[config.mk]
export PLATFORM = sky130hd
export DESIGN_NAME = ili_cell
export DESIGN_NICKNAME = d
export VERILOG_FILES = /design/src/rtl/core/ili_pkg.sv /design/src/rtl/core/ili_cell.sv
export SDC_FILE = /design/constraint.sdc
export NUM_CORES = 1
export LEC_CHECK = 0
export BUFFER_PORTS_ARGS = -buffer_cell sky130_fd_sc_hd__buf_2
export CAP_MARGIN = 15
export CORE_MARGIN = 2
export CORE_UTILIZATION = 38
export DETAILED_ROUTE_END_ITERATION = 8
export GPL_ROUTABILITY_DRIVEN = 0
export PLACE_DENSITY_LB_ADDON = 0.3
export SLEW_MARGIN = 30
export SYNTH_ARGS = -nofsm -noshare
export SYNTH_HDL_FRONTEND = slang
export SYNTH_SLANG_ARGS = --single-unit
[constraint.sdc]
create_clock -name clk_i -period 2.85 [get_ports clk_i]
set_input_delay 0.1425 -clock clk_i [delete_from_list [all_inputs] [get_ports clk_i]]
set_output_delay 0.1425 -clock clk_i [all_outputs]
set_load 0.005 [all_outputs]
[src/rtl/core/ili_pkg.sv]
// shared types and constants for the indexed list store
package ili_pkg;

  localparam int DATA_W = 32;
  localparam int ACT_W  = 3;
  localparam int POS_W  = 8;
  localparam int LEN_W  = 7;
  localparam int ST_W   = 2;

  // request actions
  localparam logic [ACT_W-1:0] ACT_READ     = 3'd0;
  localparam logic [ACT_W-1:0] ACT_INS_HEAD = 3'd1;
  localparam logic [ACT_W-1:0] ACT_APPEND   = 3'd2;
  localparam logic [ACT_W-1:0] ACT_INS_POS  = 3'd3;
  localparam logic [ACT_W-1:0] ACT_DELETE   = 3'd4;

  // result status codes
  localparam logic [ST_W-1:0] ST_OK    = 2'd0;
  localparam logic [ST_W-1:0] ST_RANGE = 2'd1;
  localparam logic [ST_W-1:0] ST_FULL  = 2'd2;

  typedef enum logic [1:0] {
    CELL_NOP,
    CELL_READ,
    CELL_INS,
    CELL_DEL
  } cell_op_e;

  // command broadcast to every cell of the chain
  typedef struct packed {
    cell_op_e           op;
    logic [LEN_W-1:0]   pos;
    logic [DATA_W-1:0]  value;
  } cell_cmd_t;

endpackage

[src/rtl/core/ili_cell.sv]
// one storage cell of the shifting element chain
module ili_cell import ili_pkg::*; #(
  parameter int IDX = 0
) (
  input  logic              clk_i,
  input  cell_cmd_t         cmd_i,
  input  logic [DATA_W-1:0] left_i,
  input  logic [DATA_W-1:0] right_i,
  output logic [DATA_W-1:0] val_o,
  output logic [DATA_W-1:0] rd_o
);

  localparam logic [LEN_W-1:0] MyIdx = LEN_W'(IDX);

  logic [DATA_W-1:0] val_q, val_d;
  logic [DATA_W-1:0] rd_q, rd_d;
  logic              hit, after;

  assign hit   = (cmd_i.pos == MyIdx);
  assign after = (MyIdx > cmd_i.pos);

  always_comb begin
    val_d = val_q;
    rd_d  = '0;
    case (cmd_i.op)
      CELL_READ: begin
        if (hit) rd_d = val_q;
      end
      CELL_INS: begin
        if (hit) val_d = cmd_i.value;
        else if (after) val_d = left_i;
      end
      CELL_DEL: begin
        if (hit || after) val_d = right_i;
      end
      default: begin
        val_d = val_q;
      end
    endcase
  end

  always_ff @(posedge clk_i) begin
    val_q <= val_d;
    rd_q  <= rd_d;
  end

  assign val_o = val_q;
  assign rd_o  = rd_q;

endmodule

==> impl_metrics.ini, run 1 <==
[clocking]
insertion_delay_ns = 0.33
clkSinkCount = 64
post-cts-setup-buffer-count = 0
cts_tree = built
cts-hold-fix-buffers = 0
clk_path_buf_depth = 2
clk_pin_slew_worst_paths_ns = 0.06
cts-resized-gates = 0
cts_max_level = 3
cts_root_buffer = clkbuf_8
cts_buffers = 9

[route]
wl_met2_mm = 3.69
vias = 2481
drt_iter0_drc = 67
routedWlPerCell_um = 14.1
drc = 0
ant_nets = 0
dr.max_layer_used = met4
wl_met1_mm = 2.87
first_pass_iters = 4
viasPerCell = 4.77
met3WireLength_um = 626
routed_wl_mm = 7.31

[power]
power-per-cell-area_nw_per_um2 = 485
leakage_nw = 1.71
peakVddDrop_mv = 0.161
p_sw_uw = 409
power_frac_clock_pct = 37.9
total_power_mw = 1.85
switching_share_pct = 22.1
intPower_mw = 1.44
pwr-share-comb_pct = 9.6
p_seq_share_pct = 52.5

[cells_and_area]
fin_nets = 525
final_layout_size_suffix_gt1_share_pct = 45.3
utilization_pct = 55.6
finalInstanceArea_um2 = 3820
syn2layout_area_growth_pct = 40.4
n_antenna_cell = 0

[critical_path]
cp.required_ns = 2.84
arrival_ns = 1.87
startpoint_type = input port
critical_path_class = input port to register
cp_max_fo = 32
crit_chain = buf_2 -> or4_1 -> or2_1 -> nor2_4 -> buf_4
cp_num_buf_inv = 2
worst_path_dominant_cell_family = simple AND/OR/NAND/NOR gates
end_kind = register
slowest_stage = or2_1
slowest_delay_ns = 0.53

[yosys]
ys_types = 19
synth_warnings = 0
yosysMostFrequentCell = nand2_1
avgSynthCellArea_um2 = 10.5
synth_ff_type = edfxtp_1
synthesis.nets = 365
yosysTopAreaCellShare_pct = 35.3
ys_top_cells_by_count = nand2_1 (41), o211ai_1 (40), and2_1 (33)
yosysTopAreaCell = edfxtp_1
synth-seq-cells = 64
synth_edf_count = 32
synth-async-reset-ratio_pct = 0
syn_area_um2 = 2720
ys_seq_area_share_pct = 58.9
synthCells = 259
ys_top_cells_by_area = edfxtp_1 (35%), dfxtp_1 (24%), o211ai_1 (11%), and2_1 (7.6%), nand2_1 (5.7%)

[global_routing]
grtUsageTotal_pct = 18.0
grt_first_pass_wirelength_mm = 10.5
grt_pass1_vias = 2247
overflow = 0
grt_start_max_net_pins = 65
antenna_found_initial = 0

[sta]
maxSlewViolCount = 0
relSlewSlack_pct = 47.8
holdWs_ns = 0.115
tns_ns = 0
setup_viol = 0
period_share_pct = 65.9
min_period_ns = 1.88
clock.fmax_mhz = 533
hold_viol = 0
rsz0062_at_grt = no
tightest_slew_ns = 0.783
finalClockSkew_ns = 0.00465

[placement]
dp_hpwl_mm = 5.45
placed_area_um2 = 3620
port_buffers = 169

[die]
die_w_um = 88.6
coreArea_um2 = 6870
start_util_pct = 39.6
die_area_um2 = 7850
die_y_um = 88.6
num_io_pins = 170
row_count = 30

[status]
status = finished clean

[job]
cap_violations = 0

[worst_hold_path]
min_path_type = input port to register
logic make-up after synthesis:
family / share of synthesized area [%]
simple gates: 20.8
buf+inv: 4.32
flops: 58.9
compound gates: 16.0
flip-flops by register name (all words and copies together) (netlist names):
register and cells:
rd_o 32, val_o 32
power groups by stage:
stage          Sequential, mW  Combinational, mW  Clock [mW]
2_1_floorplan           0.993             0.0824           0
3_3_place_gp            0.993              0.174           0
3_5_place_dp            0.993              0.175           0
4_1_cts                 0.973              0.177       0.726
5_1_grt                 0.972              0.199       0.763
6_report                0.973              0.178       0.701
cell usage in the layout, fill, tap and decap left out:
| cell type | synthesis | final |
|---|---|---|
| buf_2 | 1 | 169 |
| nand2_1 | 41 | 40 |
| o211ai_1 | 40 | 40 |
| and2_1 | 33 | 33 |
| dfxtp_1 | 32 | 32 |
| edfxtp_1 | 32 | 32 |
| nor2_1 | 14 | 13 |
| o21ai_0 | 12 | 12 |
| nand4b_1 | 12 | 12 |
| a31oi_1 | 12 | 12 |
| clkbuf_8 | 0 | 12 |
| buf_4 | 0 | 4 |
| clkinv_2 | 0 | 3 |
| nor4_4 | 1 | 2 |
| inv_1 | 2 | 2 |
| or4_1 | 1 | 1 |
| or3_1 | 1 | 1 |
| or2_1 | 1 | 1 |
| nand2_4 | 0 | 1 |
| nor2_4 | 0 | 1 |
| clkbuf_1 | 18 | 1 |
path summary, 6_finish.rpt:
path | startpoint | to | slack [ns] | cells past startpoint
worst min register to register | val_o[1] | rd_o[1] | 0.46 | 1
worst max-delay path | cmd_i[36] | val_o[15] | 0.97 | 5
worst max register to register | val_o[26] | rd_o[26] | 2.18 | 1
worst min-delay path | right_i[10] | val_o[10] | 0.11 | 3
routing by layer:
metal  vias up  global-route usage (%)
met3        11                    5.13
met1      1097                    20.5
met4         0                    7.85
met5         -                       0
li1       1260                       -
met2       113                    31.6
cell type report:
cell class	instances	area [um^2]
clock buffer	13	169
clock inverter	3	15.0
fill	629	3050
inverter	2	7.51
multi-input combinational	169	1030
sequential	64	1600
tap	96	120
timing repair buffer	173	876
per-stage QoR:
| stage | cells | worst slack [ns] |
|---|---|---|
| after floorplan | 259 | 0.385 |
| after global placement | 504 | 0.638 |
| after detailed placement | 504 | 0.589 |
| after CTS | 520 | 0.954 |
| after global routing | 520 | 0.825 |
| final | 520 | 0.972 |
No activity file was read; power rests on OpenSTA's default activity.
==> run 2: changes to the inputs <==
--- a/config.mk
+++ b/config.mk
@@ -8,7 +8,7 @@
 export BUFFER_PORTS_ARGS = -buffer_cell sky130_fd_sc_hd__buf_2
 export CAP_MARGIN = 15
 export CORE_MARGIN = 2
-export CORE_UTILIZATION = 38
+export CORE_UTILIZATION = 43
 export DETAILED_ROUTE_END_ITERATION = 8
 export GPL_ROUTABILITY_DRIVEN = 0
 export PLACE_DENSITY_LB_ADDON = 0.3
==> constraint.sdc (replaced) <==
create_clock -name clk_i -period 1.9 [get_ports clk_i]
set_input_delay 0.095 -clock clk_i [delete_from_list [all_inputs] [get_ports clk_i]]
set_output_delay 0.095 -clock clk_i [all_outputs]
set_load 0.005 [all_outputs]
==> run 2 against run 1 <==
First-iteration DRC count rose by 54%. Cell count decreased by 2.9%. Utilization rose by 8.0 points. Critical endpoint is now val_o[26]. Routed wire length is 0.31% higher. Critical path type unchanged. Combinational power up 51%. Cell area grew 0.29%.
==> impl_metrics.ini, run 2 (synthesized netlist as in run 1, its figures left out) <==
[cells_and_area]
final_layout_size_suffix_gt1_share_pct = 46.0
syn2layout_area_growth_pct = 40.8
register_area_um2 = 1600
finalInstanceArea_um2 = 3830
layout_common_cells = buf_2 (169), nand2_1 (40), o211ai_1 (40), and2_1 (33)
final_common_cell = buf_2
fin_nets = 531
n_fill_cell = 525
multi_input_area_um2 = 1020
n_antenna_cell = 0
fin_cells = 505

[power]
power-per-cell-area_nw_per_um2 = 707
peakVddDrop_mv = 0.505
leakage_nw = 1.73

[route]
routed_wl_mm = 7.33
drt_iter0_drc = 103
vias = 2562
viasPerCell = 5.07
drc = 0
first_pass_iters = 4
ant_nets = 0
routedWlPerCell_um = 14.5

[sta]
finalClockSkew_ns = 0.00799
tightest_slew_ns = 0.746
maxSlewViolCount = 0
hold_viol = 0
clock.fmax_mhz = 741
setup_viol = 0
holdWs_ns = 0.0649
period_share_pct = 71.0
fin_ws_ns = 0.551
relSlewSlack_pct = 50.3
rsz0062_at_grt = no
min_period_ns = 1.35
tns_ns = 0

[placement]
dp_hpwl_mm = 5.60
port_buffers = 169
placed_area_um2 = 3670
dp.cells = 489
pre_cts_ws_ns = 0.211

[clocking]
cts_root_buffer = clkbuf_8
insertion_delay_ns = 0.33
clk_pin_slew_worst_paths_ns = 0.07
cts_tree = built
cts-hold-fix-buffers = 0
post-cts-setup-buffer-count = 0
cts-resized-gates = 0
clkSinkCount = 64
cts_max_level = 3
cts_buffers = 9
clk_path_buf_depth = 2

[die]
row_count = 28
coreArea_um2 = 6030
die_w_um = 83.5
num_io_pins = 170
die_y_um = 83.5
die_area_um2 = 6980
start_util_pct = 45.1

[global_routing]
antenna_found_initial = 0
grtUsageTotal_pct = 20.9
grt_first_pass_wirelength_mm = 11.6
grt_pass1_vias = 2443
grt_start_max_net_pins = 41
overflow = 0

[critical_path]
startpoint_type = input port
critical_path_class = input port to register
cp_max_fo = 12
cp.required_ns = 1.92
arrival_ns = 1.37
rrSetupSlack_ns = 1.21
end_kind = register

[status]
status = finished clean

[worst_hold_path]
min_path_type = input port to register

[job]
cap_violations = 0
## run 2: changes by cell type in the layout (fill, tap and decap cells not counted), sizes merged
cell | before | now
clkbuf | 13 | 12
buf | 173 | 179
clkinv | 3 | 4
## run 2: cell type report
class	count	share of cell area, %
Clock buffer	12	3.79
Timing Repair Buffer	179	24.7
Multi-Input combinational cell	169	26.6
Inverter	2	0.196
Clock inverter	4	0.523
Tap cell	75	2.45
Sequential cell	64	41.8
## run 2: metal layers
metal  vias up  wire length, um  global-route usage (%)
li1       1266                -                       -
met1      1167             3050                    25.5
met2       123             3590                    35.1
met3         6              624                    7.62
met4         0               63                    5.28
met5         -                0                       0
## run 2: stage by stage
step | power (mW) | utilization (%)
after floorplan | 1.61 | -
after global placement | 1.75 | 60.8
after detailed placement | 1.76 | 60.8
after CTS | 2.73 | 63.6
after global routing | 2.84 | 63.6
final | 2.71 | 63.6
## run 2: worst paths after layout
path	startpoint	end	cells past startpoint
setup reg to reg	val_o[0]	rd_o[0]	1
hold reg to reg	val_o[10]	rd_o[10]	1
setup / recovery	cmd_i[36]	val_o[26]	5
hold / removal	right_i[8]	val_o[8]	3
## run 2: power breakdown
part           total, mW  switching [mW]  internal (mW)
clock network      0.979           0.478          0.501
logic              0.269           0.131          0.139
registers           1.46         0.00127           1.46
## run 2: critical path, cell delays in order
cell and delay (ns):
buf_2 0.10, or4_4 0.55, or2_4 0.26, nor2_4 0.14, buf_4 0.22
